--- src/ljn_pkg.sv ---
// ----------------------------------------------------------------------------
// ljn_pkg - shared types and tables of the limb normalizer
// Angle ranges per limb, register indexes, controller states and the
// command/status bundles between controller and datapath.
// ----------------------------------------------------------------------------
package ljn_pkg;

	// default limb count and item layout
	localparam int NUM_LIMBS_DEF = 10;
	localparam int LIMB_W        = 4;
	localparam int SAMPLE_W      = 16;
	localparam int POS_W         = 16;
	localparam int CFG_W         = 16;
	localparam int CFG_IDX_W     = 1;
	localparam int TDATA_W       = 24;
	localparam int RANGE_W       = 9;

	// register reset values
	localparam logic [CFG_W-1:0] JUMP_RESET     = 16'd60;
	localparam logic [CFG_W-1:0] DEADBAND_RESET = 16'd3;

	// reciprocal of three, exact for 16 bit dividends with a 17 bit shift
	localparam logic [16:0] RECIP3 = 17'd43691;

	// quotient bits produced by the divider
	localparam int DIV_STEPS = 16;
	localparam int DIV_CNT_W = $clog2(DIV_STEPS);

	// register indexes
	typedef enum logic [CFG_IDX_W-1:0] {
		REG_JUMP_THRESHOLD = 1'b0,
		REG_DEADBAND       = 1'b1
	} reg_index_t;

	// controller states
	typedef enum logic [2:0] {
		ST_IDLE,
		ST_DIST,
		ST_PULL,
		ST_TARGET,
		ST_MAG,
		ST_NUM,
		ST_DIV,
		ST_OUT
	} state_t;

	// commands from controller to datapath
	typedef struct packed {
		logic ld_in;
		logic ld_first;
		logic ld_dist;
		logic ld_quot;
		logic ld_target;
		logic ld_rest;
		logic div_init;
		logic div_step;
		logic ld_out;
	} dp_cmd_t;

	// status from datapath to controller
	typedef struct packed {
		logic limb_ok;
		logic seen;
		logic db_pass;
	} dp_status_t;

	// lower angle bound of a limb
	function automatic logic signed [RANGE_W-1:0] angle_lo(input logic [LIMB_W-1:0] idx);
		logic signed [RANGE_W-1:0] lo;
		case (idx)
			4'd0:    lo = -9'sd90;
			4'd1:    lo = -9'sd60;
			4'd4:    lo = -9'sd80;
			4'd5:    lo = -9'sd28;
			default: lo = 9'sd0;
		endcase
		return lo;
	endfunction

	// span max - min of a limb
	function automatic logic [RANGE_W-1:0] angle_range(input logic [LIMB_W-1:0] idx);
		logic [RANGE_W-1:0] rng;
		case (idx)
			4'd0:    rng = 9'd180;
			4'd1:    rng = 9'd120;
			4'd2:    rng = 9'd30;
			4'd3:    rng = 9'd50;
			4'd4:    rng = 9'd160;
			4'd5:    rng = 9'd56;
			4'd7:    rng = 9'd230;
			4'd9:    rng = 9'd60;
			default: rng = 9'd300;
		endcase
		return rng;
	endfunction

endpackage

--- src/ljn_ctrl.sv ---
// ----------------------------------------------------------------------------
// ljn_ctrl - sequencing of one item through the datapath
// Handles the input and output handshakes and steps the datapath through
// distance, pull, update, clamp and the shift-subtract divider.
// ----------------------------------------------------------------------------
module ljn_ctrl (
	input  logic                 clk,
	input  logic                 arst_n,
	input  logic                 in_valid,
	output logic                 in_ready,
	output logic                 out_valid,
	input  logic                 out_ready,
	input  ljn_pkg::dp_status_t  status,
	output ljn_pkg::dp_cmd_t     cmd
);

	ljn_pkg::state_t                state_q, state_d;
	logic [ljn_pkg::DIV_CNT_W-1:0]  div_cnt_q;
	logic                           out_valid_q;

	// state register
	always_ff @(posedge clk or negedge arst_n) begin
		if (!arst_n) begin
			state_q <= ljn_pkg::ST_IDLE;
		end else begin
			state_q <= state_d;
		end
	end

	// divider step counter
	always_ff @(posedge clk or negedge arst_n) begin
		if (!arst_n) begin
			div_cnt_q <= '0;
		end else if (state_q == ljn_pkg::ST_DIV) begin
			div_cnt_q <= div_cnt_q + 1'b1;
		end else begin
			div_cnt_q <= '0;
		end
	end

	// output register valid flag
	always_ff @(posedge clk or negedge arst_n) begin
		if (!arst_n) begin
			out_valid_q <= 1'b0;
		end else if (cmd.ld_out) begin
			out_valid_q <= 1'b1;
		end else if (out_ready) begin
			out_valid_q <= 1'b0;
		end
	end

	assign out_valid = out_valid_q;

	// next state and commands
	always_comb begin
		state_d  = state_q;
		cmd      = '0;
		in_ready = 1'b0;
		unique case (state_q)
			ljn_pkg::ST_IDLE: begin
				in_ready = 1'b1;
				if (in_valid) begin
					cmd.ld_in = 1'b1;
					state_d   = ljn_pkg::ST_DIST;
				end
			end
			ljn_pkg::ST_DIST: begin
				if (!status.limb_ok) begin
					state_d = ljn_pkg::ST_IDLE;
				end else if (!status.seen) begin
					cmd.ld_first = 1'b1;
					state_d      = ljn_pkg::ST_IDLE;
				end else begin
					cmd.ld_dist = 1'b1;
					state_d     = ljn_pkg::ST_PULL;
				end
			end
			ljn_pkg::ST_PULL: begin
				cmd.ld_quot = 1'b1;
				state_d     = ljn_pkg::ST_TARGET;
			end
			ljn_pkg::ST_TARGET: begin
				if (status.db_pass) begin
					cmd.ld_target = 1'b1;
					state_d       = ljn_pkg::ST_MAG;
				end else begin
					state_d = ljn_pkg::ST_IDLE;
				end
			end
			ljn_pkg::ST_MAG: begin
				cmd.ld_rest = 1'b1;
				state_d     = ljn_pkg::ST_NUM;
			end
			ljn_pkg::ST_NUM: begin
				cmd.div_init = 1'b1;
				state_d      = ljn_pkg::ST_DIV;
			end
			ljn_pkg::ST_DIV: begin
				cmd.div_step = 1'b1;
				if (div_cnt_q == ljn_pkg::DIV_CNT_W'(ljn_pkg::DIV_STEPS - 1)) begin
					state_d = ljn_pkg::ST_OUT;
				end
			end
			ljn_pkg::ST_OUT: begin
				if (!out_valid_q || out_ready) begin
					cmd.ld_out = 1'b1;
					state_d    = ljn_pkg::ST_IDLE;
				end
			end
		endcase
	end

endmodule

--- src/ljn_dpath.sv ---
// ----------------------------------------------------------------------------
// ljn_dpath - per-limb state, jump limit, deadband and normalizing divider
// Holds the configuration registers, the kept value and seen flag of each
// limb, and the arithmetic stages that the controller steps through.
// ----------------------------------------------------------------------------
module ljn_dpath #(
	parameter int NUM_LIMBS = ljn_pkg::NUM_LIMBS_DEF
) (
	input  logic                              clk,
	input  logic                              arst_n,
	input  logic                              cfg_we,
	input  logic [ljn_pkg::CFG_IDX_W-1:0]     cfg_index,
	input  logic [ljn_pkg::CFG_W-1:0]         cfg_wdata,
	input  logic [ljn_pkg::TDATA_W-1:0]       in_data,
	output logic [ljn_pkg::TDATA_W-1:0]       out_data,
	input  ljn_pkg::dp_cmd_t                  cmd,
	output ljn_pkg::dp_status_t               status
);

	localparam int IDXW = (NUM_LIMBS > 1) ? $clog2(NUM_LIMBS) : 1;
	localparam logic [ljn_pkg::LIMB_W:0] LIMB_CNT = (ljn_pkg::LIMB_W + 1)'(NUM_LIMBS);

	// configuration
	logic [ljn_pkg::CFG_W-1:0]           jump_q;
	logic [ljn_pkg::CFG_W-1:0]           deadband_q;

	// per-limb state
	logic [NUM_LIMBS-1:0]                seen_q;
	logic signed [ljn_pkg::SAMPLE_W-1:0] kept_mem [NUM_LIMBS];

	// item registers
	logic [ljn_pkg::LIMB_W-1:0]          limb_q;
	logic signed [ljn_pkg::SAMPLE_W-1:0] sample_q;
	logic signed [ljn_pkg::SAMPLE_W-1:0] kept_q;
	logic                                dir_q;
	logic [15:0]                         dist_q;
	logic [15:0]                         quot_q;
	logic signed [ljn_pkg::SAMPLE_W-1:0] target_q;
	logic [ljn_pkg::RANGE_W-1:0]         rest_q;
	logic [ljn_pkg::RANGE_W-1:0]         rem_q;
	logic [ljn_pkg::POS_W-1:0]           quo_q;
	logic [ljn_pkg::LIMB_W-1:0]          out_limb_q;
	logic [ljn_pkg::POS_W-1:0]           out_pos_q;

	// combinational values
	logic [IDXW-1:0]                     idx;
	logic                                limb_ok;
	logic signed [ljn_pkg::SAMPLE_W-1:0] kept_rd;
	logic signed [16:0]                  diff;
	logic signed [16:0]                  diff_neg;
	logic [32:0]                         prod;
	logic signed [ljn_pkg::SAMPLE_W-1:0] target_d;
	logic signed [ljn_pkg::RANGE_W-1:0]  lo;
	logic [ljn_pkg::RANGE_W-1:0]         rng;
	logic signed [16:0]                  mag_diff;
	logic signed [16:0]                  rng_ext;
	logic [ljn_pkg::RANGE_W-1:0]         rest_d;
	logic [23:0]                         num;
	logic [10:0]                         trial;

	assign idx     = limb_q[IDXW-1:0];
	assign limb_ok = ({1'b0, limb_q} < LIMB_CNT);
	assign kept_rd = kept_mem[idx];
	assign lo      = ljn_pkg::angle_lo(limb_q);
	assign rng     = ljn_pkg::angle_range(limb_q);

	assign status.limb_ok = limb_ok;
	assign status.seen    = limb_ok & seen_q[idx];
	assign status.db_pass = (dist_q > deadband_q);

	// configuration registers
	always_ff @(posedge clk or negedge arst_n) begin
		if (!arst_n) begin
			jump_q     <= ljn_pkg::JUMP_RESET;
			deadband_q <= ljn_pkg::DEADBAND_RESET;
		end else if (cfg_we) begin
			if (cfg_index == ljn_pkg::REG_JUMP_THRESHOLD) begin
				jump_q <= cfg_wdata;
			end else begin
				deadband_q <= cfg_wdata;
			end
		end
	end

	// seen flags
	always_ff @(posedge clk or negedge arst_n) begin
		if (!arst_n) begin
			seen_q <= '0;
		end else if (cmd.ld_first) begin
			seen_q[idx] <= 1'b1;
		end
	end

	// kept values, written on first sample or on a move
	always_ff @(posedge clk) begin
		if (cmd.ld_first) begin
			kept_mem[idx] <= sample_q;
		end else if (cmd.ld_target) begin
			kept_mem[idx] <= target_d;
		end
	end

	// exact distance to the kept value
	always_comb begin
		diff     = 17'(sample_q) - 17'(kept_rd);
		diff_neg = -diff;
	end

	// distance over three by reciprocal
	assign prod = 33'(dist_q) * 33'(ljn_pkg::RECIP3);

	// jump-limited target
	always_comb begin
		if (dist_q >= jump_q) begin
			target_d = dir_q ? (kept_q + signed'(quot_q)) : (kept_q - signed'(quot_q));
		end else begin
			target_d = sample_q;
		end
	end

	// clamp into the angle range, distance below the top
	always_comb begin
		mag_diff = 17'(target_q) - 17'(lo);
		rng_ext  = signed'({8'b0, rng});
		if (mag_diff < 0) begin
			rest_d = rng;
		end else if (mag_diff > rng_ext) begin
			rest_d = '0;
		end else begin
			rest_d = rng - mag_diff[ljn_pkg::RANGE_W-1:0];
		end
	end

	// dividend with half-up rounding and one restoring divider step
	assign num   = {rest_q, 15'b0} + {15'b0, 1'b0, rng[ljn_pkg::RANGE_W-1:1]};
	assign trial = {1'b0, rem_q, quo_q[ljn_pkg::POS_W-1]} - {2'b0, rng};

	// item and arithmetic registers
	always_ff @(posedge clk) begin
		if (cmd.ld_in) begin
			limb_q   <= in_data[ljn_pkg::LIMB_W-1:0];
			sample_q <= in_data[ljn_pkg::LIMB_W +: ljn_pkg::SAMPLE_W];
		end
		if (cmd.ld_dist) begin
			kept_q <= kept_rd;
			dir_q  <= ~diff[16];
			dist_q <= diff[16] ? diff_neg[15:0] : diff[15:0];
		end
		if (cmd.ld_quot) begin
			quot_q <= prod[32:17];
		end
		if (cmd.ld_target) begin
			target_q <= target_d;
		end
		if (cmd.ld_rest) begin
			rest_q <= rest_d;
		end
		if (cmd.div_init) begin
			rem_q <= {1'b0, num[23:16]};
			quo_q <= num[15:0];
		end else if (cmd.div_step) begin
			if (!trial[10]) begin
				rem_q <= trial[ljn_pkg::RANGE_W-1:0];
				quo_q <= {quo_q[ljn_pkg::POS_W-2:0], 1'b1};
			end else begin
				rem_q <= {rem_q[ljn_pkg::RANGE_W-2:0], quo_q[ljn_pkg::POS_W-1]};
				quo_q <= {quo_q[ljn_pkg::POS_W-2:0], 1'b0};
			end
		end
		if (cmd.ld_out) begin
			out_limb_q <= limb_q;
			out_pos_q  <= quo_q;
		end
	end

	assign out_data = {4'b0, out_pos_q, out_limb_q};

endmodule

--- src/limb_jump_limit_deadband_normalizer_unit.sv ---
// ----------------------------------------------------------------------------
// limb_jump_limit_deadband_normalizer_unit - per-limb sample filter
// Jump limit and deadband on orientation samples, normalized drive output.
// ----------------------------------------------------------------------------
// Input items arrive on s_axis (limb index, signed sample). Result items leave
// on m_axis (limb, Q1.15 drive position); an item gives zero or one result.
// The cfg port writes jump_threshold (index 0) and deadband (index 1);
// write only while the block is idle.
// One item is worked on at a time. An item with a limb index out of range or
// the first sample of a limb goes from the distance state straight to idle, an
// item held by the deadband goes back to idle from the target state, and a moving
// item passes the clamp, the dividend and the 16-step restoring divider that forms
// the normalized position before the output state loads the output register.
// The output register lets the next item be accepted while a result waits;
// if the receiver still stalls when the following result is ready, the block
// holds in its final state and takes no new item until m_axis_tready.
// Reset clears the seen flags of all limbs and loads the register defaults
// (jump_threshold 60, deadband 3); no clearing pass is needed.
// ----------------------------------------------------------------------------
module limb_jump_limit_deadband_normalizer_unit #(
	parameter int NUM_LIMBS = ljn_pkg::NUM_LIMBS_DEF
) (
	input  logic                           clk,
	input  logic                           arst_n,
	input  logic                           s_axis_tvalid,
	output logic                           s_axis_tready,
	// [3:0] limb_index, [19:4] sample_value, [23:20] zero
	input  logic [ljn_pkg::TDATA_W-1:0]    s_axis_tdata,
	output logic                           m_axis_tvalid,
	input  logic                           m_axis_tready,
	// [3:0] moved_limb, [19:4] drive_position, [23:20] zero
	output logic [ljn_pkg::TDATA_W-1:0]    m_axis_tdata,
	input  logic                           cfg_we,
	input  logic [ljn_pkg::CFG_IDX_W-1:0]  cfg_index,
	input  logic [ljn_pkg::CFG_W-1:0]      cfg_wdata
);

	ljn_pkg::dp_cmd_t    cmd;
	ljn_pkg::dp_status_t status;

	// sequencing
	ljn_ctrl u_ctrl (
		.clk       (clk),
		.arst_n    (arst_n),
		.in_valid  (s_axis_tvalid),
		.in_ready  (s_axis_tready),
		.out_valid (m_axis_tvalid),
		.out_ready (m_axis_tready),
		.status    (status),
		.cmd       (cmd)
	);

	// arithmetic and state
	ljn_dpath #(
		.NUM_LIMBS (NUM_LIMBS)
	) u_dpath (
		.clk       (clk),
		.arst_n    (arst_n),
		.cfg_we    (cfg_we),
		.cfg_index (cfg_index),
		.cfg_wdata (cfg_wdata),
		.in_data   (s_axis_tdata),
		.out_data  (m_axis_tdata),
		.cmd       (cmd),
		.status    (status)
	);

endmodule

--- config.mk ---
export PLATFORM = sky130hd
export DESIGN_NAME = limb_jump_limit_deadband_normalizer_unit
export DESIGN_NICKNAME = d
export VERILOG_FILES = /design/src/ljn_pkg.sv /design/src/ljn_ctrl.sv /design/src/ljn_dpath.sv /design/src/limb_jump_limit_deadband_normalizer_unit.sv
export SDC_FILE = /design/constraint.sdc
export NUM_CORES = 1
export LEC_CHECK = 0
export BUFFER_PORTS_ARGS = -buffer_cell sky130_fd_sc_hd__buf_4
export CAP_MARGIN = 20
export CORE_ASPECT_RATIO = 0.6
export CORE_MARGIN = 2
export CORE_UTILIZATION = 50
export DETAILED_ROUTE_END_ITERATION = 6
export PLACE_DENSITY = 0.65
export SLEW_MARGIN = 20
export SYNTH_ARGS = -nofsm -noshare
export SYNTH_HDL_FRONTEND = slang
export SYNTH_SLANG_ARGS = --single-unit
--- constraint.sdc ---
create_clock -name clk -period 11.7 [get_ports clk]
set_clock_uncertainty 0.2 [all_clocks]
set_input_delay 1.755 -clock clk [delete_from_list [all_inputs] [get_ports clk]]
set_output_delay 1.755 -clock clk [all_outputs]
set_load 0.05 [all_outputs]
======== Word-level counts from Yosys, hierarchy flattened ========
Memories as Yosys holds them, arrays and structs flattened. A register that Yosys moved wholly into a read port is not among the register bits.
Cells that the tools add are included.
cells by class
  multiply operators ...................... 1
  bitwise operators ....................... 5
  shift-type cells ........................ 0
  equal/unequal tests ..................... 14
  divide/modulo/power cells ............... 0
  reductions and logical operators ........ 10
  multiplexer cells ....................... 49
  add/subtract/negate cells ............... 9
  order comparisons ....................... 7
operators by type and width
  operator                number
  $mux 16                 6
  $pmux 9 s4              1
  $mul 16x16->32 const B  1
  $mux 9                  3
  $add 24x8->24           1
  $pmux 3 s8              1
  $mux 1                  23
  $gt 17x10->1            1
  $lt 17x1->1 const B     1
  $sub 16x16->17          1
  $sub 16x9->17           1
  $add 16x16->16          1
  $ge 16x16->1            1
  $gt 16x16->1            1
  $mux 8                  2
  $neg 16->16             1
  $sub 16x16->16          1
  $eq 3x3->1 const B      4
  $mux 3                  4
  $mux 4                  3
  $sub 10x9->11           1
  $or 10x10->10           1
  $sub 9x9->9             1
  $eq 4x3->1 const B      2
  24 further kinds        32
word-level totals
  flip-flop bits (word level) ............. 188
  bits in read-only memories .............. 128
  word-level logic and storage cells ...... 116
  latch bits .............................. 0
  memory bits (writable) .................. 160
  memories ................................ 2
  output and inout bits ................... 26
memory list
  memory            depth  bits a word  rd ports  clocked after Yosys merged registers in  wr ports  line             RTL
  u_dpath.kept_mem  10     16           1         1                                        1         ljn_dpath.sv:29  logic signed [ljn_pkg::SAMPLE_W-1:0] kept_mem [NUM_LIMBS];
  (name not given)  16     8            1         1                                        0         ljn_pkg.sv:83    case (idx)

======== Depth between registers and ports, before layout ========
Gate-level depths: netlist of run 1.
  word-level depth ........................ 9
  gate-level depth with buffers ........... 21
  depth with buffers taken out ............ 21

======== By module ========
A second synthesis of run 1 with hierarchy kept.
unflattened totals
  cell total of the unflattened synthesis .. 1822
  area total of the unflattened synthesis .. 22410.2 um^2
modules (own cells, without submodules)
  module     cells each  area an instance (um^2)  instances
  ljn_dpath  1778        21949.8                  1
  ljn_ctrl   44          460.4                    1

======== Least setup slack after synthesis of run 1 ========
Ideal clock, no wire load.
  path type ............................... register -> register
  start point ............................. register u_dpath.dist_q[1]
  end point ............................... register u_dpath.quot_q[14], data pin
  library setup time ...................... 0.264 ns
  buffers on the path ..................... 0
  path slack .............................. 5.668 ns
  clock period less this slack ............ 6.032 ns
  arrival time ............................ 5.569 ns
  cell stages (with the launch flop) ...... 22
  required time ........................... 11.236 ns
  cells stage by stage .................... edfxtp_1 -> ha_1 -> xor2_1 -> ha_1 -> inv_1 -> fa_1 -> inv_1 -> fa_1 -> fa_1 -> inv_1 -> fa_1 -> inv_1 -> ha_1 -> a2111oi_0 -> nand2_1 -> a31oi_1 -> o221ai_1 -> o221ai_1 -> o21ai_0 -> or4_1 -> a31oi_1 -> xor2_1
on the way
  cells in the longest elaborated chain, start to end .. 1
RTL lines
  what                    line              RTL
  from (decl)             ljn_dpath.sv:36   logic [15:0] dist_q;
  from (signal assigned)  ljn_dpath.sv:147  dist_q <= diff[16] ? diff_neg[15:0] : diff[15:0];
  $mul 16x16->32          ljn_dpath.sv:110  assign prod = 33'(dist_q) * 33'(ljn_pkg::RECIP3);
  net u_dpath.prod[31]    ljn_dpath.sv:51   logic [32:0] prod;
  to (signal assigned)    ljn_dpath.sv:150  quot_q <= prod[32:17];
  to (decl)               ljn_dpath.sv:37   logic [15:0] quot_q;
The timed path passes the listed nets, and every way through them passes these cells.
A chain may end at the register's enable or synchronous reset.

======== Worst setup path in the final report of run 1 ========
Ends and elaborated chain as after synthesis.

==> results of run 1 <==
==> path summary, 6_finish.rpt <==
path | to | slack, ns | cells past startpoint
setup / recovery | u_dpath.quot_q[14]$_DFFE_PP_ | 4.72 | 21
hold / removal | u_dpath.out_pos_q[12]$_DFFE_PP_ | 0.25 | 0
setup reg to reg | u_dpath.quot_q[14]$_DFFE_PP_ | 4.72 | 21
hold reg to reg | u_dpath.out_pos_q[12]$_DFFE_PP_ | 0.25 | 0
max in group asynchronous | u_dpath.jump_q[13]$_DFFE_PN0P_ | 9.74 | 1
min in group asynchronous | u_ctrl.out_valid$_DFFE_PN0P_ | 1.08 | 1
==> final cells by class <==
class,instances,area [um2],area share (%)
clock buffers,40,916,3.68
clock inverters,26,328,1.32
inverters,277,1040,4.17
multi-input cells,1158,10800,43.5
flip-flops and latches,360,10400,41.9
well taps,589,737,2.96
repair buffers,83,623,2.50
==> routing by layer <==
metal | routed length, um | track usage [%]
met5 | 0 | 0
met4 | 618 | 3.52
met3 | 4160 | 5.15
met2 | 20200 | 30.8
met1 | 26100 | 36.5
==> synthesized netlist by cell type (5+ instances only) <==
library cell,instances
buf_2,5
ha_1,237
o211ai_1,7
a31oi_1,6
nand2_1,91
mux4_2,34
nand4_1,10
mux2i_1,30
a22o_1,8
nand2b_1,20
dfxtp_1,13
o21a_1,12
inv_1,277
a21oi_1,72
buf_1,6
o21ai_0,72
nand3_1,18
dfstp_2,6
and2_1,15
or2_2,7
xnor2_1,48
mux2_2,71
xor2_1,48
dfrtp_1,44
nor2b_1,19
a21o_1,37
nor2_1,79
nor3_1,23
o21bai_1,9
clkbuf_1,26
a211oi_1,9
fa_1,82
and3_1,5
nand3b_1,6
o31ai_1,9
edfxtp_1,297
==> state kept, by name, indices dropped and copies added (netlist names), 16 cells and up, named ones only <==
signal / flops
u_dpath.quo_q: 16
u_dpath.sample_q: 16
u_dpath.kept_mem: 160
u_dpath.out_pos_q: 16
u_dpath.jump_q: 16
u_dpath.target_q: 16
u_dpath.dist_q: 16
u_dpath.deadband_q: 16
u_dpath.kept_q: 16
==> cell usage in the layout, fill, tap and decap left out, types with 7 or more instances in the layout <==
master | synthesis | layout
o21a_1 | 12 | 12
nor2_1 | 79 | 77
nand3_1 | 18 | 18
xnor2_1 | 48 | 48
nand2_1 | 91 | 91
ha_1 | 237 | 237
o31ai_1 | 9 | 9
clkinv_1 | 0 | 7
clkbuf_16 | 0 | 36
nor2b_1 | 19 | 18
o211ai_1 | 7 | 7
dfrtp_1 | 44 | 44
mux2_2 | 71 | 71
o21bai_1 | 9 | 9
a22o_1 | 8 | 8
and2_1 | 15 | 14
edfxtp_1 | 297 | 297
nor3_1 | 23 | 19
mux4_2 | 34 | 34
a211oi_1 | 9 | 9
xor2_1 | 48 | 48
buf_4 | 4 | 83
nand2b_1 | 20 | 20
or2_2 | 7 | 7
dfxtp_1 | 13 | 12
inv_1 | 277 | 277
a21o_1 | 37 | 37
a21oi_1 | 72 | 71
fa_1 | 82 | 82
o21ai_0 | 72 | 71
nand4_1 | 10 | 10
mux2i_1 | 30 | 29
==> logic make-up after synthesis <==
family,count (synthesis)
buffers and inverters,319
other,1
AO/OA/AOI/OAI,289
adder cells (fa/ha/maj),319
XOR/XNOR,96
multiplexers,136
flip-flops,360
AND/OR/NAND/NOR,314
==> report_power, final <==
| part | internal [mW] | switching, mW |
|---|---|---|
| clock | 0.709 | 0.515 |
| combinational | 1.58 | 2.13 |
| sequential | 1.80 | 0.152 |
==> worst max-delay path: stages, from the launching register on <==
cell and delay [ns]:
edfxtp_1 0.62, ha_1 0.47, xor2_1 0.17, ha_1 0.28, inv_1 0.05, fa_1 0.54, inv_1 0.07, fa_1 0.51
fa_1 0.55, inv_1 0.06, fa_1 0.53, inv_1 0.04, ha_1 0.20, a2111oi_0 0.33, nand2_1 0.09, a31oi_1 0.23
o221ai_1 0.36, o221ai_1 0.46, o21ai_0 0.21, or4_1 0.46, a31oi_1 0.22, xor2_1 0.08
==> stage by stage <==
stage | cell area (um2) | util, % | total power [mW]
after global routing | 24900 | 56.0 | 7.48
after detailed placement | 23700 | 53.1 | 5.65
after floorplan | 22400 | - | 4.75
after CTS | 24900 | 55.9 | 6.91
final | 24900 | 56.0 | 6.88
after global placement | 23700 | 53.1 | 5.55
==> results_dict.tcl, run 1 <==
set metrics [dict create \
    yosysWarnings 0 \
    yosysUniqueCellTypes 71 \
    period_share_pct 59.7 \
    synth-compound-area-share_pct 8.37 \
    place_ws_ns 4.72 \
    cp-end-kind "flip-flop" \
    grt_overflow 0 \
    place_hpwl_um 38500 \
    synth_top_area_share_pct 39.8 \
    ctsResizeCount 0 \
    cp_max_fo 9 \
    setup_viol 0 \
    synth_ff_type "edfxtp_1" \
    fmax_mhz 143 \
    synth.largest_area_cell "edfxtp_1" \
    muxShareOfSynthArea_pct 8.38 \
    slew_headroom_pct 28.9 \
    coreArea_mm2 0.0445 \
    synthTopCellsByArea "edfxtp_1, ha_1, fa_1, dfrtp_1, inv_1" \
    path_clk_slew_ns 0.07 \
    hp-class "flip-flop to flip-flop" \
    antenna_found_initial 1 \
    synth_edf_count 297 \
    rsz0062_at_grt "false" \
    mappedNetlistArea_mm2 0.0224 \
    htreeDepth 2 \
    clock-sinks 360 \
    layout-drive-gt1-share_pct 14.4 \
    status "complete, no violations" \
    fillers 3706 \
    diodes 0 \
    routed_via_density 5.55 \
    die_x_um 277 \
    drv_slew 0 \
    finalCriticalPeriod_ns 6.98 \
    tightest_slew_ns 1.06 \
    synthAdderAreaFrac_pct 20.6 \
    synth-async-reset-ratio_pct 13.9 \
    powerDensity_mw_per_mm2 276 \
    worst_hold_slack_ns 0.245 \
    totalWireLength_um 51100 \
    crit_path_start_kind "flip-flop" \
    arrival_ns 7.07 \
    drc_errors 0 \
    grt_pass1_wl_um 80900 \
    place_congestion 0.898 \
    synth_xor_area_share_pct 3.75 \
    vias 14100 \
    cts_buffers 36 \
    ant_nets 0 \
    post_cts_buffers 0 \
    die-area_mm2 0.0466 \
    worstHoldStart "u_dpath.quo_q[12]$_SDFFCE_PP0P_" \
    placed_cells_incl_taps 2467 \
    synthSimpleGateAreaFrac_pct 6.88 \
    stdcell_count 2533 \
    row_count 60 \
    crit_path_start "u_dpath.dist_q[1]$_DFFE_PP_" \
    drt_first_pass_iters 6 \
    critPathKind "flip-flop to flip-flop" \
    cts_tree "yes" \
    grt_pass1_vias 14000 \
    yosysSeqAreaShare_pct 46.6 \
    grtUsageTotal_pct 22.5 \
    peakVddDrop_mv 0.155 \
    io_buffers 63 \
    ioPinCount 72 \
    die_h_um 168 \
    clk_latency_ns 0.54 \
    clk_path_buf_depth 3 \
    ys_ff_latch 360 \
    required_ns 11.79 \
    start_util_pct 50.3 \
    layout.nets 2281 \
    syn_area_per_cell_um2 12.2 \
    netlist_instances 1834 \
    grt_max_degree 51 \
    synth_top_family_by_area "adder cells" \
    cts-root-buf "clkbuf_16" \
    area_growth_pct 11.2 \
    tns_ns 0 \
    postCtsHoldBufs 0 \
    hold_viol 0 \
    route.detailed.wl_per_inst_um 20.2 \
    cellLeakagePower_nw 10.6 \
    r2r-start "u_dpath.dist_q[1]$_DFFE_PP_" \
    maxCapViolations 0 \
    layout_setup_ws_ns 4.72 \
    dr.first_iter.drc_count 1186 \
]
No activity file was read; power rests on OpenSTA's default activity.
==> inputs of run 2 (changes only) <==
Settings changed: PLACE_DENSITY 0.65 to 0.68.
Clock period 11.7 ns to 6.1 ns, I/O delays scaled along.
==> run 2 against run 1 <==
  * Global-route usage up 0.53 points
  * Critical path depth down 1
  * Critical endpoint unchanged
  * First-iteration DRC count rose by 9.5%
  * Cell count rose by 2.9%
  * Highest routed layer is now met5
  * Combinational power increased by 120%
==> results_dict.tcl, run 2 (synthesis gave the netlist of run 1 again) <==
set metrics [dict create \
    status "complete, no violations" \
    hold_viol 0 \
    antenna_found_initial 0 \
    hp-class "input pin to asynchronous set/reset pin" \
    critPathKind "flip-flop to flip-flop" \
    htreeDepth 2 \
    final_cell_mix "edfxtp_1, inv_1, ha_1" \
    clock-sinks 360 \
    drv_slew 0 \
    grt_max_degree 51 \
    clk_path_buf_depth 3 \
    cp-end-kind "flip-flop" \
    r2r-start "u_dpath.dist_q[6]$_DFFE_PP_" \
    cp_slowest_cell "or4_4" \
    tns_ns 0 \
    grt_pass1_vias 14400 \
    postPlaceCellArea_mm2 0.0241 \
    finish.utilization_pct 57.9 \
    largest-register "u_dpath.kept_mem" \
    place_congestion 0.934 \
    drc_errors 0 \
    cellLeakagePower_nw 10.9 \
    ioPinCount 72 \
    r2r-end "u_dpath.quot_q[14]$_DFFE_PP_" \
    largest_reg_flops 160 \
    cts_buffers 36 \
    die-area_mm2 0.0466 \
    cts-root-buf "clkbuf_16" \
    crit_path_start "u_dpath.dist_q[6]$_DFFE_PP_" \
    area_growth_pct 15.0 \
    fillers 3616 \
    clk_latency_ns 0.56 \
    die_h_um 168 \
    required_ns 6.20 \
    fmax_mhz 165 \
    totalWireLength_um 53500 \
    die_x_um 277 \
    tightest_slew_ns 1.07 \
    place_hpwl_um 40300 \
    post-route-cell-area_mm2 0.0258 \
    start_util_pct 50.3 \
    layout_setup_ws_ns 0.0273 \
    cpPeakStageDelay_ns 0.59 \
    arrival_ns 6.17 \
    layout-drive-gt1-share_pct 19.7 \
    route.detailed.wl_per_inst_um 20.5 \
    diodes 0 \
    vias 14400 \
    ant_nets 0 \
    io_buffers 63 \
    powerDensity_mw_per_mm2 546 \
    drt_first_pass_iters 5 \
    maxCapViolations 0 \
    setup_viol 0 \
    grt_pass1_wl_um 82600 \
    routed_via_density 5.53 \
    cp_max_fo 4 \
    place_ws_ns -0.305 \
    layout.nets 2354 \
    peakVddDrop_mv 0.341 \
    path_clk_slew_ns 0.06 \
    final_common_cell "edfxtp_1" \
    period_share_pct 99.6 \
    r2r_cells 20 \
    dr.first_iter.drc_count 1299 \
    crit_path_start_kind "flip-flop" \
    slew_headroom_pct 28.4 \
    coreArea_mm2 0.0445 \
    grtUsageTotal_pct 23.0 \
    crit_chain "ha_1 > buf_4 > fa_1 > inv_1 > fa_1 > inv_1 > fa_1 > inv_1 > fa_1 > inv_1 > ha_1 > ha_1 > a21o_1 > a21oi_2 > nor2_1 > a21oi_2 > o21ai_4 > or4_4 > a31oi_4 > xor2_1" \
    grt_overflow 0 \
    cts_tree "yes" \
    regToRegSetupSlack_ns 0.03 \
    finalCriticalPeriod_ns 6.07 \
    worst_hold_slack_ns 0.216 \
    row_count 60 \
    rsz0062_at_grt "true" \
    crit_end "u_dpath.quot_q[14]$_DFFE_PP_" \
]
run 2: changes by cell type in the layout (fill, tap and decap cells not counted), sizes merged:
cell,previous run,this run
buf,83,156
clkbuf,40,51
bufinv,6,3
clkinv,13,10
inv,281,278
clkinvlp,3,1
run 2: worst min path at each step:
stage,start,end
after detailed placement,u_dpath.quo_q[9]$_SDFFCE_PP0P_,u_dpath.out_pos_q[9]$_DFFE_PP_
after floorplan,u_dpath.quo_q[10]$_SDFFCE_PP0P_,u_dpath.out_pos_q[10]$_DFFE_PP_
after CTS,arst_n,u_dpath.jump_q[12]$_DFFE_PN0P_
after global placement,u_dpath.quo_q[9]$_SDFFCE_PP0P_,u_dpath.out_pos_q[9]$_DFFE_PP_
final,arst_n,u_dpath.jump_q[12]$_DFFE_PN0P_
after global routing,arst_n,u_dpath.jump_q[12]$_DFFE_PN0P_
run 2: metrics by stage:
stage | instances | total power, mW
2_1_floorplan | 1837 | 9.10
3_3_place_gp | 2523 | 10.9
3_5_place_dp | 2524 | 11.1
4_1_cts | 2591 | 13.6
5_1_grt | 2606 | 15.2
6_report | 2606 | 14.1
run 2: layer usage:
layer  track usage, %  vias to the layer above  routed length [um]
met2             32.0                      406               21500
met5             1.44                        -                  87
li1                 -                     6792                   -
met3             6.73                       61                4770
met1             35.7                     7160               26300
met4             4.06                        2                 784
run 2: worst max-delay path, delay by kind of cell (launching register included):
family	cells	cell delay (ns)
compound gates	5	0.83
xor+xnor	1	0.09
fa+ha+maj	7	3.12
buf+inv	5	0.39
flops	1	0.49
simple gates	2	0.69
run 2: final cells by class:
type / count / area, um2 / area share [%]
Clock buffer: 51 / 988 / 3.84
Clock inverter: 15 / 213 / 0.826
Inverter: 277 / 1040 / 4.04
Multi-Input combinational cell: 1158 / 11200 / 43.3
Sequential cell: 360 / 10400 / 40.5
Tap cell: 589 / 737 / 2.86
Timing Repair Buffer: 156 / 1190 / 4.60
run 2: report_power, final:
part / total, mW / switching (mW) / internal (mW)
Sequential: 3.77 / 0.320 / 3.45
Combinational: 8.03 / 4.49 / 3.54
Clock: 2.27 / 0.990 / 1.28
Total: 14.1 / 5.80 / 8.27
run 2: timing repair:
action | CTS | global route
pin swaps | 5 | 36
buffers inserted | 1 | 15
setup endpoints to repair | 5 | 7
resized for setup | 10 | 54
hold buffers | 0 | 0
==> inputs of run 3 (changes only) <==
Settings changed: CORE_MARGIN 2 to 3, SYNTH_HIERARCHICAL set to 1.
==> run 3 against run 2 <==
  * The flow now finishes with violations (negative setup slack)
  * Non-clock buffer count rose by 21
  * Area after synthesis is essentially flat
  * Clock-buffer cell count fell by 1
  * Worst setup slack got worse by 0.092 ns
  * Flip-flop and latch count did not move
  * Critical path depth is 1 higher
  * Routed wire length is 0.24% higher
  * Global-route usage shrank 0.51 points
  * Die area is 1.9% higher
  * Sequential share of layout area decreased by 0.090 points
  * Via count rose by 1.7%
  * Critical path type unchanged
  * Largest cell class unchanged
==> results_dict.tcl, run 3 <==
set metrics [dict create \
    synthTopCellsByArea "edfxtp_1, ha_1, fa_1, dfrtp_1, inv_1" \
    required_ns 6.18 \
    grt_max_degree 51 \
    ant_nets 0 \
    grt_pass1_wl_um 82500 \
    drc_errors 0 \
    route.detailed.wl_per_inst_um 20.6 \
    grt_overflow 0 \
    yosysSeqAreaShare_pct 46.6 \
    cts_buffers 36 \
    dr.first_iter.drc_count 1271 \
    cp_max_fo 4 \
    synth_ff_type "edfxtp_1" \
    period_share_pct 101 \
    grtUsageTotal_pct 22.5 \
    synth_most_common_cell "edfxtp_1" \
    totalWireLength_um 53600 \
    layout.nets 2356 \
    netlist_instances 1822 \
    multiInputGateArea_mm2 0.0111 \
    postCtsHoldBufs 0 \
    tns_ns -0.0994 \
    regArea_mm2 0.0104 \
    synth-async-reset-ratio_pct 13.9 \
    synth_top_area_share_pct 39.8 \
    cp_slowest_cell "fa_1" \
    slew_headroom_pct 36.2 \
    finish.utilization_pct 59.0 \
    die_x_um 279 \
    vias 14700 \
    antenna_found_initial 1 \
    cts-root-buf "clkbuf_16" \
    grt_pass1_vias 14500 \
    crit_chain "buf_6 > ha_4 > xor2_2 > ha_2 > inv_1 > fa_1 > inv_2 > fa_2 > fa_1 > inv_1 > fa_1 > inv_2 > ha_4 > a21o_1 > a221oi_4 > o221ai_2 > o41a_1 > o41a_4 > a221oi_4 > o21bai_2 > xnor2_1" \
    path_clk_slew_ns 0.07 \
    hold_viol 0 \
    rsz0062_at_grt "true" \
    finalCriticalPeriod_ns 6.16 \
    synth_edf_count 297 \
    ioPinCount 72 \
    syn_area_per_cell_um2 12.3 \
    tightest_slew_ns 0.949 \
    cp-end-kind "flip-flop" \
    post-route-cell-area_mm2 0.0258 \
    clk_path_buf_depth 3 \
    synth.largest_area_cell "edfxtp_1" \
    mappedNetlistArea_mm2 0.0224 \
    clock-sinks 360 \
    drt_first_pass_iters 6 \
    status "complete, but fails checks" \
    final_cell_mix "edfxtp_1, inv_1, ha_1" \
    arrival_ns 6.25 \
    yosysUniqueCellTypes 83 \
    drv_slew 0 \
    place_hpwl_um 40500 \
    place_ws_ns -0.343 \
    layout-drive-gt1-share_pct 22.2 \
    r2r_cells 21 \
    critPathKind "flip-flop to flip-flop" \
    largest-register "u_dpath/kept_mem" \
    fmax_mhz 162 \
    start_util_pct 51.2 \
    largest_reg_flops 160 \
    place_congestion 0.936 \
    die-area_mm2 0.0475 \
    cpPeakStageDelay_ns 0.52 \
    io_buffers 63 \
    htreeDepth 2 \
    layout_setup_ws_ns -0.0648 \
    die_h_um 170 \
    cp_common_cell "fa_1" \
    routed_via_density 5.63 \
    area_growth_pct 15.2 \
    synth_top_cells_by_count "edfxtp_1, inv_1, ha_1" \
    yosysWarnings 6 \
    diodes 0 \
    cts_tree "yes" \
    setup_viol 3 \
    coreArea_mm2 0.0438 \
    final_common_cell "edfxtp_1" \
    fillers 3501 \
    clk_latency_ns 0.54 \
    ys_ff_latch 360 \
    hp-class "input pin to asynchronous set/reset pin" \
    row_count 59 \
    crit_path_start_kind "flip-flop" \
    postPlaceCellArea_mm2 0.0242 \
    failed_checks "negative setup slack" \
    maxCapViolations 0 \
]
[run 3: cell count changes in the layout (fill, tap and decap cells not counted), sizes merged, moves of 8 or more]
| cell | before | now |
|---|---|---|
| a21oi | 72 | 80 |
| xnor2 | 48 | 57 |
| ha | 237 | 229 |
| a21o | 37 | 19 |
| buf | 156 | 177 |
| xor2 | 48 | 39 |
| and2 | 15 | 7 |
| mux2 | 72 | 86 |
| a22o | 8 | 0 |
[run 3: cell type report]
cell class,count,area share [%]
multi-input cells,1145,43.1
flip-flops and latches,360,40.4
repair buffers,177,5.29
inverters,279,4.06
clock buffers,50,3.90
well taps,579,2.81
clock inverters,15,0.470
[run 3: logic make-up after synthesis]
family / after synthesis / synth area share (%)
AOI/OAI and AO/OA: 284 / 8.36
xor gates and xnor gates: 96 / 3.75
adders and majority gates: 311 / 20.1
buffers and inverters: 320 / 5.51
DFF: 360 / 46.6
muxes: 145 / 8.85
other: 1 / 0.0167
and+or+nand+nor: 305 / 6.82
[run 3: worst paths after layout]
check,slack [ns],end,from
min in group clk,0.24,u_dpath/out_pos_q[10]$_DFFE_PP_,u_dpath/quo_q[10]$_SDFFCE_PP0P_
worst min-delay path,0.20,u_dpath/seen_q[0]$_DFFE_PN0P_,arst_n
worst max register to register,-0.06,u_dpath/quot_q[14]$_DFFE_PP_,u_dpath/dist_q[3]$_DFFE_PP_
worst max-delay path,-0.06,u_dpath/quot_q[14]$_DFFE_PP_,u_dpath/dist_q[3]$_DFFE_PP_
max in group asynchronous,4.98,u_dpath/jump_q[8]$_DFFE_PN0P_,arst_n
worst min register to register,0.24,u_dpath/out_pos_q[10]$_DFFE_PP_,u_dpath/quo_q[10]$_SDFFCE_PP0P_
[run 3: per-layer routing]
metal  vias up  global-route usage [%]  share of wire [%]
met5         -                       0                  0
met4         0                    3.44                1.3
met3        66                    8.42                 10
met2       486                    31.1                 40
met1      7290                    34.3                 49
li1       6821                       -                  -
[run 3: critical path, delay by kind of cell, from the launching register on]
family	cells	cell delay, ns
buffers and inverters	5	0.42
XOR/XNOR	2	0.32
flip-flops	1	0.50
AO/OA/AOI/OAI	7	1.78
adder cells (fa/ha/maj)	7	2.69
[run 3: timing repair]
item                                    in CTS  in global routing
pin swaps                                   32                 25
buffers inserted                            11                 11
endpoints found under the hold margin        0                  0
resized for setup                           28                 37
endpoints found under the setup margin       7                 10
[run 3: through the flow]
| step | hold WS [ns] | std cells |
|---|---|---|
| 2_1_floorplan | 0.218 | 1825 |
| 3_3_place_gp | 0.229 | 2518 |
| 3_5_place_dp | 0.227 | 2518 |
| 4_1_cts | 0.218 | 2594 |
| 5_1_grt | 0.248 | 2605 |
| 6_report | 0.200 | 2605 |
Power of run 3 is left out: the tool's default activity adds up to more than one toggle a clock period on the data nets, which glitch-free logic cannot reach.
